==> config.mk <==
export PLATFORM = sky130hd
export DESIGN_NAME = bracket_match_completion_scorer_unit
export DESIGN_NICKNAME = d
export VERILOG_FILES = /design/src/hdl/bmcs_pkg.sv /design/src/hdl/bmcs_ram.sv /design/src/hdl/bmcs_score.sv /design/src/hdl/bracket_match_completion_scorer_unit.sv
export SDC_FILE = /design/constraint.sdc
export NUM_CORES = 1
export LEC_CHECK = 0
export BUFFER_PORTS_ARGS = -buffer_cell sky130_fd_sc_hd__buf_4
export CORE_MARGIN = 1.5
export CORE_UTILIZATION = 62
export DETAILED_ROUTE_END_ITERATION = 6
export GPL_TIMING_DRIVEN = 0
export PLACE_DENSITY_LB_ADDON = 0.15
export SLEW_MARGIN = 20
export SYNTH_ARGS = -nofsm -noshare
export SYNTH_HDL_FRONTEND = slang
export SYNTH_HIERARCHICAL = 1
export SYNTH_SLANG_ARGS = --single-unit
==> constraint.sdc <==
create_clock -name clock -period 9.3 [get_ports clock]
set_input_delay 0.93 -clock clock [delete_from_list [all_inputs] [get_ports clock]]
set_output_delay 0.93 -clock clock [all_outputs]
set_load 0.01 [all_outputs]
==> src/hdl/bmcs_pkg.sv <==
// Shared types, codes and bracket decoders for the bracket match completion scorer.
`timescale 1ns / 1ps

package bmcs_pkg;

   localparam int SCORE_W   = 64;
   localparam int DEPTH_W   = 8;
   localparam int DEPTH_SAT = 255;

   typedef enum logic [2:0] {
      ST_IDLE,
      ST_REFILL,
      ST_FINISH,
      ST_WALK,
      ST_OUT
   } state_type;

   typedef enum logic [1:0] {
      STAT_COMPLETE   = 2'd0,
      STAT_INCOMPLETE = 2'd1,
      STAT_CORRUPTED  = 2'd2,
      STAT_OVERFLOW   = 2'd3
   } status_type;

   typedef struct packed {
      logic       hit;
      logic [1:0] kind;
   } bracket_type;

   typedef struct packed {
      logic       clear;
      logic       step;
      logic [1:0] digit;
   } score_ctrl_type;

   function automatic bracket_type decode_opener(logic [7:0] c);
      bracket_type b;
      unique case (c)
         8'h28:   b = '{hit: 1'b1, kind: 2'd0};
         8'h5b:   b = '{hit: 1'b1, kind: 2'd1};
         8'h7b:   b = '{hit: 1'b1, kind: 2'd2};
         8'h3c:   b = '{hit: 1'b1, kind: 2'd3};
         default: b = '{hit: 1'b0, kind: 2'd0};
      endcase
      return b;
   endfunction

   function automatic bracket_type decode_closer(logic [7:0] c);
      bracket_type b;
      unique case (c)
         8'h29:   b = '{hit: 1'b1, kind: 2'd0};
         8'h5d:   b = '{hit: 1'b1, kind: 2'd1};
         8'h7d:   b = '{hit: 1'b1, kind: 2'd2};
         8'h3e:   b = '{hit: 1'b1, kind: 2'd3};
         default: b = '{hit: 1'b0, kind: 2'd0};
      endcase
      return b;
   endfunction

endpackage

==> src/hdl/bmcs_ram.sv <==
// Generic single-write, single-read RAM with registered read data.
`timescale 1ns / 1ps

module bmcs_ram #(
   parameter int WIDTH = 2,
   parameter int DEPTH = 128
) (
   input  logic                     clock,
   input  logic                     wr_en,
   input  logic [$clog2(DEPTH)-1:0] wr_addr,
   input  logic [WIDTH-1:0]         wr_data,
   input  logic                     rd_en,
   input  logic [$clog2(DEPTH)-1:0] rd_addr,
   output logic [WIDTH-1:0]         rd_data
);

   logic [WIDTH-1:0] mem [DEPTH];
   logic [WIDTH-1:0] rd_data_ff;

   always_ff @(posedge clock) begin
      if (wr_en) begin
         mem[wr_addr] <= wr_data;
      end
      if (rd_en) begin
         rd_data_ff <= mem[rd_addr];
      end
   end

   assign rd_data = rd_data_ff;

endmodule

==> src/hdl/bmcs_score.sv <==
// Base-five accumulator for the completion score.
`timescale 1ns / 1ps

module bmcs_score (
   input  logic                          clock,
   input  bmcs_pkg::score_ctrl_type      ctrl,
   output logic [bmcs_pkg::SCORE_W-1:0]  score
);

   import bmcs_pkg::*;

   logic [SCORE_W-1:0] score_ff;
   logic [SCORE_W-1:0] score_in;

   always_comb begin
      score_in = score_ff;
      if (ctrl.clear) begin
         score_in = '0;
      end else if (ctrl.step) begin
         score_in = (score_ff << 2) + score_ff + SCORE_W'(ctrl.digit) + SCORE_W'(1);
      end
   end

   always_ff @(posedge clock) begin
      score_ff <= score_in;
   end

   assign score = score_ff;

endmodule

==> src/hdl/bracket_match_completion_scorer_unit.sv <==
// Top level of the bracket match completion scorer: sequencer, stack and result register.
//
//   channel | direction | handshake            | payload
//   req     | in        | req_valid/req_stall  | symbol, line_end
//   rsp     | out       | rsp_valid/rsp_stall  | status, completion_score, illegal_type,
//           |           |                      | open_depth
//
// An ordinary byte or a push is handled in the idle state; a pop that leaves one or more
// entries passes through the refill state, since the new top comes back from the stack
// RAM's registered read port. A line end passes through the finish and output states, and
// for an incomplete line also the walk state: the completion walk reads the stack RAM one
// entry a cycle into the score accumulator, then applies the last step after the final read.
// The result waits in an output register; the next line is taken once it is loaded.
// Reset is synchronous and clears control state only; the stack needs no clearing.
`timescale 1ns / 1ps

module bracket_match_completion_scorer_unit #(
   parameter int STACK_DEPTH = 128
) (
   input  logic                          clock,
   input  logic                          reset,
   input  logic                          req_valid,
   output logic                          req_stall,
   input  logic [7:0]                    req_symbol,
   input  logic                          req_line_end,
   output logic                          rsp_valid,
   input  logic                          rsp_stall,
   output logic [1:0]                    rsp_status,
   output logic [bmcs_pkg::SCORE_W-1:0]  rsp_completion_score,
   output logic [1:0]                    rsp_illegal_type,
   output logic [bmcs_pkg::DEPTH_W-1:0]  rsp_open_depth
);

   import bmcs_pkg::*;

   localparam int AW  = $clog2(STACK_DEPTH);
   localparam int SPW = $clog2(STACK_DEPTH + 1);

   state_type          state_ff, state_in;
   logic [SPW-1:0]     sp_ff, sp_in;
   logic [SPW-1:0]     left_ff, left_in;
   logic [1:0]         top_ff, top_in;
   logic [1:0]         bad_ff, bad_in;
   logic               corrupt_ff, corrupt_in;
   logic               ovf_ff, ovf_in;
   logic               end_ff, end_in;
   logic               issued_ff, issued_in;
   logic               rsp_valid_ff, rsp_valid_in;
   logic [1:0]         status_ff, status_in;
   logic [SCORE_W-1:0] score_out_ff, score_out_in;
   logic [1:0]         illegal_ff, illegal_in;
   logic [DEPTH_W-1:0] depth_ff, depth_in;

   logic               accept;
   logic               live;
   logic               match;
   logic               sp_full;
   logic               pop_refill;
   logic               slot_free;
   bracket_type        opn;
   bracket_type        cls;

   logic               wr_en;
   logic [AW-1:0]      wr_addr;
   logic [1:0]         wr_data;
   logic               rd_en;
   logic [AW-1:0]      rd_addr;
   logic [1:0]         rd_data;
   score_ctrl_type     score_ctrl;
   logic [SCORE_W-1:0] score;

   assign req_stall  = (state_ff != ST_IDLE);
   assign accept     = req_valid && !req_stall;
   assign opn        = decode_opener(req_symbol);
   assign cls        = decode_closer(req_symbol);
   assign live       = !corrupt_ff && !ovf_ff;
   assign sp_full    = (sp_ff == SPW'(STACK_DEPTH));
   assign match      = (sp_ff != '0) && (top_ff == cls.kind);
   assign pop_refill = live && !opn.hit && cls.hit && match && (sp_ff >= SPW'(2));
   assign slot_free  = !rsp_valid_ff || !rsp_stall;

   always_comb begin
      state_in = state_ff;
      unique case (state_ff)
         ST_IDLE: begin
            if (accept) begin
               if (pop_refill) begin
                  state_in = ST_REFILL;
               end else if (req_line_end) begin
                  state_in = ST_FINISH;
               end
            end
         end
         ST_REFILL: begin
            state_in = end_ff ? ST_FINISH : ST_IDLE;
         end
         ST_FINISH: begin
            state_in = (live && (sp_ff != '0)) ? ST_WALK : ST_OUT;
         end
         ST_WALK: begin
            if (left_ff == '0) begin
               state_in = ST_OUT;
            end
         end
         ST_OUT: begin
            if (slot_free) begin
               state_in = ST_IDLE;
            end
         end
         default: state_in = ST_IDLE;
      endcase
   end

   always_comb begin
      sp_in        = sp_ff;
      left_in      = left_ff;
      top_in       = top_ff;
      bad_in       = bad_ff;
      corrupt_in   = corrupt_ff;
      ovf_in       = ovf_ff;
      end_in       = end_ff;
      issued_in    = issued_ff;
      rsp_valid_in = rsp_valid_ff && rsp_stall;
      status_in    = status_ff;
      score_out_in = score_out_ff;
      illegal_in   = illegal_ff;
      depth_in     = depth_ff;
      wr_en        = 1'b0;
      wr_addr      = AW'(sp_ff);
      wr_data      = opn.kind;
      rd_en        = 1'b0;
      rd_addr      = AW'(sp_ff - SPW'(2));
      score_ctrl   = '{clear: 1'b0, step: 1'b0, digit: rd_data};
      unique case (state_ff)
         ST_IDLE: begin
            if (accept) begin
               end_in = req_line_end;
               if (live) begin
                  if (opn.hit) begin
                     if (sp_full) begin
                        ovf_in = 1'b1;
                     end else begin
                        wr_en  = 1'b1;
                        top_in = opn.kind;
                        sp_in  = sp_ff + SPW'(1);
                     end
                  end else if (cls.hit) begin
                     if (match) begin
                        sp_in = sp_ff - SPW'(1);
                        rd_en = pop_refill;
                     end else begin
                        corrupt_in = 1'b1;
                        bad_in     = cls.kind;
                     end
                  end
               end
            end
         end
         ST_REFILL: begin
            top_in = rd_data;
         end
         ST_FINISH: begin
            score_ctrl.clear = 1'b1;
            left_in          = sp_ff;
            issued_in        = 1'b0;
         end
         ST_WALK: begin
            score_ctrl.step = issued_ff;
            if (left_ff != '0) begin
               rd_en     = 1'b1;
               rd_addr   = AW'(left_ff - SPW'(1));
               left_in   = left_ff - SPW'(1);
               issued_in = 1'b1;
            end else begin
               issued_in = 1'b0;
            end
         end
         ST_OUT: begin
            if (slot_free) begin
               rsp_valid_in = 1'b1;
               score_out_in = score;
               depth_in     = (32'(sp_ff) > 32'(DEPTH_SAT)) ? DEPTH_W'(DEPTH_SAT)
                                                           : DEPTH_W'(sp_ff);
               illegal_in   = 2'd0;
               if (corrupt_ff) begin
                  status_in  = STAT_CORRUPTED;
                  illegal_in = bad_ff;
               end else if (ovf_ff) begin
                  status_in  = STAT_OVERFLOW;
               end else if (sp_ff == '0) begin
                  status_in  = STAT_COMPLETE;
               end else begin
                  status_in  = STAT_INCOMPLETE;
               end
               sp_in      = '0;
               corrupt_in = 1'b0;
               ovf_in     = 1'b0;
               bad_in     = 2'd0;
               end_in     = 1'b0;
            end
         end
         default: begin
         end
      endcase
   end

   always_ff @(posedge clock) begin
      if (reset) begin
         state_ff     <= ST_IDLE;
         sp_ff        <= '0;
         left_ff      <= '0;
         bad_ff       <= 2'd0;
         corrupt_ff   <= 1'b0;
         ovf_ff       <= 1'b0;
         end_ff       <= 1'b0;
         issued_ff    <= 1'b0;
         rsp_valid_ff <= 1'b0;
      end else begin
         state_ff     <= state_in;
         sp_ff        <= sp_in;
         left_ff      <= left_in;
         bad_ff       <= bad_in;
         corrupt_ff   <= corrupt_in;
         ovf_ff       <= ovf_in;
         end_ff       <= end_in;
         issued_ff    <= issued_in;
         rsp_valid_ff <= rsp_valid_in;
      end
   end

   always_ff @(posedge clock) begin
      top_ff       <= top_in;
      status_ff    <= status_in;
      score_out_ff <= score_out_in;
      illegal_ff   <= illegal_in;
      depth_ff     <= depth_in;
   end

   bmcs_ram #(
      .WIDTH (2),
      .DEPTH (STACK_DEPTH)
   ) u_stack (
      .clock   (clock),
      .wr_en   (wr_en),
      .wr_addr (wr_addr),
      .wr_data (wr_data),
      .rd_en   (rd_en),
      .rd_addr (rd_addr),
      .rd_data (rd_data)
   );

   bmcs_score u_score (
      .clock (clock),
      .ctrl  (score_ctrl),
      .score (score)
   );

   assign rsp_valid            = rsp_valid_ff;
   assign rsp_status           = status_ff;
   assign rsp_completion_score = score_out_ff;
   assign rsp_illegal_type     = illegal_ff;
   assign rsp_open_depth       = depth_ff;

endmodule

# Word level (Yosys, flattened, before mapping)
# Memories as Yosys holds them, arrays and structs flattened. A register that Yosys moved wholly into a read port is not among the register bits.
# Index checks and enable logic that the tools add are counted.
# W data, S select, Z words.
# classes
mux	69
n_eq_ne	29
order_cmp	1
addsub	7
reduce_logical	34
# ops
operator	n
$add A64 B1 Y64 const B	1
$add A64 B2 Y64	1
$add A64 B64 Y64	1
$mux W8	8
$eq A8 B6 Y1 const B	4
$eq A8 B7 Y1 const B	4
$pmux W8 S2	2
$mux W1	30
$pmux W3 S4	2
$mux W2	11
$ne A2 B2 Y1 const B	11
$mux W3	6
$logic_not A8 Y1	2
$reduce_bool A8 Y1	2
$sub A8 B1 Y8 const B	2
$pmux W3 S5	1
$mux W7	2
$reduce_and A7 Y1	2
$ne A3 B3 Y1 const B	4
$pmux W1 S2	5
$logic_and A1 B1 Y1	9
$add A8 B1 Y8 const B	1
$eq A8 B8 Y1 const B	1
$ge A8 B2 Y1 const B	1
17 further kinds	27
# totals
elab_cells	157
ram_bits	256
in_bits	13
n_memories	1
regBits	168
# memory_table
memory	depth	width	read_ports	rd_clocked_by_memory_dff	write_ports	line	rtl
u_stack.mem	128	2	1	1	1	bmcs_ram.sv:17	logic [WIDTH-1:0] mem [DEPTH];

# Logic depth before layout (Yosys ltp)
# logic_depth
word_depth	13
mapped_depth	18
depth_no_buf	14

# Hierarchy
# The synthesis kept the hierarchy.
# modules_own_cells
mod	cells_per_inst	instances	area_each_um2
bmcs_ram	611	1	10632.7
bmcs_score	772	1	5957.0
bracket_match_completion_scorer_unit	364	1	4419.2

# Worst setup path after synthesis
# OpenSTA, ideal clock, no wires.
# synth_path
path_type	input to register
from	input req_symbol[2]
to	memory u_stack.mem[0][0] (data pin)
path_buffers	0
required_ns	8.063
setup_ns	1.237
arrival_time_ns	6.536
cell_stages	2
path_slack_ns	1.527
cell_sequence	nand4b_1 -> o31ai_1
# synth_rtl
item	line	rtl
from (decl)	bracket_match_completion_scorer_unit.sv:24	input logic [7:0] req_symbol,
to (decl)	bmcs_ram.sv:17	

# Worst setup path in the final report
# layout_path
from	register left_ff[3]
to	register u_stack.rd_data_ff[0], in the netlist u_stack/rd_data[0] (read register of u_stack.mem) (data pin)
# layout_via
elab_chain_cells	3
word_cells_on_any_way	6
cone_classes	1 x add/sub; 4 x mux; 1 x reduce/logical
# layout_rtl
item	line	rtl
from (decl)	bracket_match_completion_scorer_unit.sv:41	logic [SPW-1:0] left_ff, left_in;
from (signal assigned)	bracket_match_completion_scorer_unit.sv:221	left_ff <= left_in;
$reduce_bool A8 Y1	bracket_match_completion_scorer_unit.sv:169	if (left_ff != '0) begin
$mux W7	bracket_match_completion_scorer_unit.sv:169	
$mux W7	bracket_match_completion_scorer_unit.sv:134	unique case (state_ff)
net rd_addr[2]	bracket_match_completion_scorer_unit.sv:67	logic [AW-1:0] rd_addr;
to (decl)	bmcs_ram.sv:18	logic [WIDTH-1:0] rd_data_ff;
# The timed path passes the listed nets, and every way through them passes these cells.
# A chain may end at the register's enable or synchronous reset.

==> impl_metrics.env <==
export IMPL_dr_pass1_iters=7
export IMPL_period_share_pct=56.8
export IMPL_clock_sinks=426
export IMPL_pre_cts_ws_ns=4.16
export IMPL_core_rowCount=67
export IMPL_vias=14800
export IMPL_cellLeakagePower_nw=8.90
export IMPL_routedWlPerCell_um=20.6
export IMPL_whs_ns=0.469
export IMPL_drc_errors=0
export IMPL_reg2reg_depth=16
export IMPL_floorplan_initialDensity_pct=62.8
export IMPL_die_area_mm2=0.0350
export IMPL_layout_setup_ws_ns=4.02
export IMPL_postCtsHoldBufs=0
export IMPL_path_clk_slew_ns=0.06
export IMPL_rsz0062_at_grt="false"
export IMPL_fin_util_pct=71.7
export IMPL_power_density_mw_per_mm2=168
export IMPL_cts_setup_buffers=0
export IMPL_max_cap_violations=0
export IMPL_placed_area_mm2=0.0225
export IMPL_status="finished clean"
export IMPL_synth_area_top_cells="edfxtp_1 (48%), dfxtp_1 (8.6%), mux4_2 (5.5%)"
export IMPL_yosys_warnings=6
export IMPL_synth_most_common_cell="edfxtp_1"
export IMPL_htree_levels=2
export IMPL_cts_buffer_depth=3
export IMPL_path_class="reg -> reg"
export IMPL_drtAntennaViolNets=0
export IMPL_drt_iter0_markers=1344
export IMPL_grt_pass1_wl_um=77400
export IMPL_ys_flop_type="edfxtp_1"
export IMPL_setup_tns_final_ns=0
export IMPL_dp_cells=2294
export IMPL_synth_distinct_cells=71
export IMPL_vdd_drop_max_v=0.000172
export IMPL_worst_slew_pin_slew_ns=1.01
export IMPL_nNetsFinal=1978
export IMPL_antenna_found_initial=0
export IMPL_yosysTopAreaCellShare_pct=48.0
export IMPL_portBuffers=89
export IMPL_skew_ns=0.0200
export IMPL_cp_end_kind="flop"
export IMPL_min_path_cells=2
export IMPL_fin_area_mm2=0.0240
export IMPL_maxSlewViolCount=0
export IMPL_syn_num_nets=1834
export IMPL_p_sw_mw=0.809
export IMPL_instances_no_fill=2374
export IMPL_drive_gt1_share_pct=13.3
export IMPL_hold_violations=0
export IMPL_intPower_mw=3.21
export IMPL_die_y_um=187
export IMPL_synth_cell_area_mm2=0.0210
export IMPL_numCtsBuffers=43
export IMPL_max_slew_margin_pct=32.4
export IMPL_clock_power_share_pct=46.0
export IMPL_grt_usage_pct=28.0
export IMPL_syn_avg_cell_area_um2=12.0
export IMPL_cts_root_buf="clkbuf_16"
export IMPL_postSynth_asyncResetShare_pct=0
export IMPL_place_gp_congestion=0.914
export IMPL_cp_max_fo=10
export IMPL_grt_max_degree=73
export IMPL_routed_via_density=6.22
export IMPL_critPathArrivalTime_ns=5.57
export IMPL_routed_wl_um=48800
export IMPL_netlist_top_cells_count="edfxtp_1 (336), nor2_1 (237), nand2_1 (116), a21oi_1 (109), dfxtp_1 (90)"
export IMPL_setup_viol=0
export IMPL_core_area_mm2=0.0334
export IMPL_power_frac_comb_pct=3.1
export IMPL_p_seq_share_pct=51.0
export IMPL_critPathRequiredTime_ns=9.59
export IMPL_startpoint_type="flop"
export IMPL_hold_class="reg -> reg"
export IMPL_netlist_instances=1747
export IMPL_total_power_mw=4.02
export IMPL_grt_overflow=0
export IMPL_cts_tree="built"
export IMPL_dieWidth_um=187
export IMPL_max_freq_mhz=189
export IMPL_grt_pass1_vias=14400
export IMPL_clk_latency_ns=0.57
export IMPL_synth_edff_count=336
export IMPL_seq_area_frac_synth_pct=56.6
export IMPL_cts_resized=0
export IMPL_io_pins=91
export IMPL_area_growth_pct=14.2
export IMPL_switching_share_pct=20.1
export IMPL_min_period_ns=5.28
export IMPL_synth_seq_cells=426
export IMPL_antenna_cells=0
export IMPL_place_detailed_hpwl_um=34100
export IMPL_yosys_area_top_type="edfxtp_1"
==> metal layers <==
metal,track usage [%],wire length [um]
met1,37.2,19800
met2,47.2,24000
met3,4.07,3260
met4,10.3,1660
met5,0,0
==> area by class of cell <==
class	count	area [um2]
clock inverters	25	357
clock buffers	55	1170
plain buffers	93	398
multi-input cells	1194	8620
inverters	34	128
repair buffers	99	853
well taps	448	561
fillers	2300	9470
flip-flops and latches	426	11900
==> worst max-delay path, cell delays in order (launching register included) <==
cell and delay, ns:
dfxtp_1 0.30, clkbuf_1 0.18, nor4_1 0.43, nand2b_1 0.13, nor3b_1 0.45, nand2b_1 0.17, clkbuf_1 0.29, clkbuf_1 0.35
a21oi_1 0.12, clkbuf_1 0.25, buf_2 0.29, buf_1 0.31, nor2_1 0.68, a22oi_1 0.14, a21oi_1 0.24, nor4_1 0.08
or4_1 0.58
==> power by group through the flow <==
stage / clock, mW / sequential, mW / combinational (mW)
CTS: 1.87 / 2.05 / 0.124
global route: 1.94 / 2.05 / 0.133
global placement: 0 / 2.09 / 0.116
detailed placement: 0 / 2.09 / 0.123
finish: 1.85 / 2.05 / 0.123
floorplan: 0 / 2.10 / 0.0665
==> worst paths after layout <==
path,slack [ns],to,from
worst min-delay path,0.47,issued_ff,issued_ff
worst min register to register,0.47,issued_ff,issued_ff
worst max register to register,4.02,u_stack/rd_data[0],left_ff[3]
worst max-delay path,4.02,u_stack/rd_data[0],left_ff[3]
==> sequential cells by signal (all words and copies together), names as in the netlist <==
register	count
u_stack/mem	256
rsp_completion_score	64
u_score/score	64
left_ff	8
rsp_open_depth	8
sp_ff	8
state_ff	3
bad_ff	2
rsp_illegal_type	2
rsp_status	2
top_ff	2
u_stack/rd_data	2
corrupt_ff	1
end_ff	1
issued_ff	1
ovf_ff	1
rsp_valid	1
==> logic make-up (layout without fill, tap and decap cells) <==
group,after synthesis,in the layout,share of synthesized area (%)
buf+inv,127,306,2.50
mux,148,148,10.5
xor+xnor,71,71,2.96
fa+ha+maj,74,74,4.48
compound gates,337,337,10.3
flops,426,426,56.6
simple gates,564,564,12.6
==> layout by cell type (no fill, tap or decap), types with 39 or more instances in the layout <==
cell type	instances
edfxtp_1	336
nor2_1	237
nand2_1	115
a21oi_1	108
dfxtp_1	90
buf_4	89
mux2i_1	82
clkbuf_1	80
ha_1	72
o21ai_0	56
mux4_2	51
clkbuf_16	43
a21o_1	39
No activity file was read; power rests on OpenSTA's default activity.
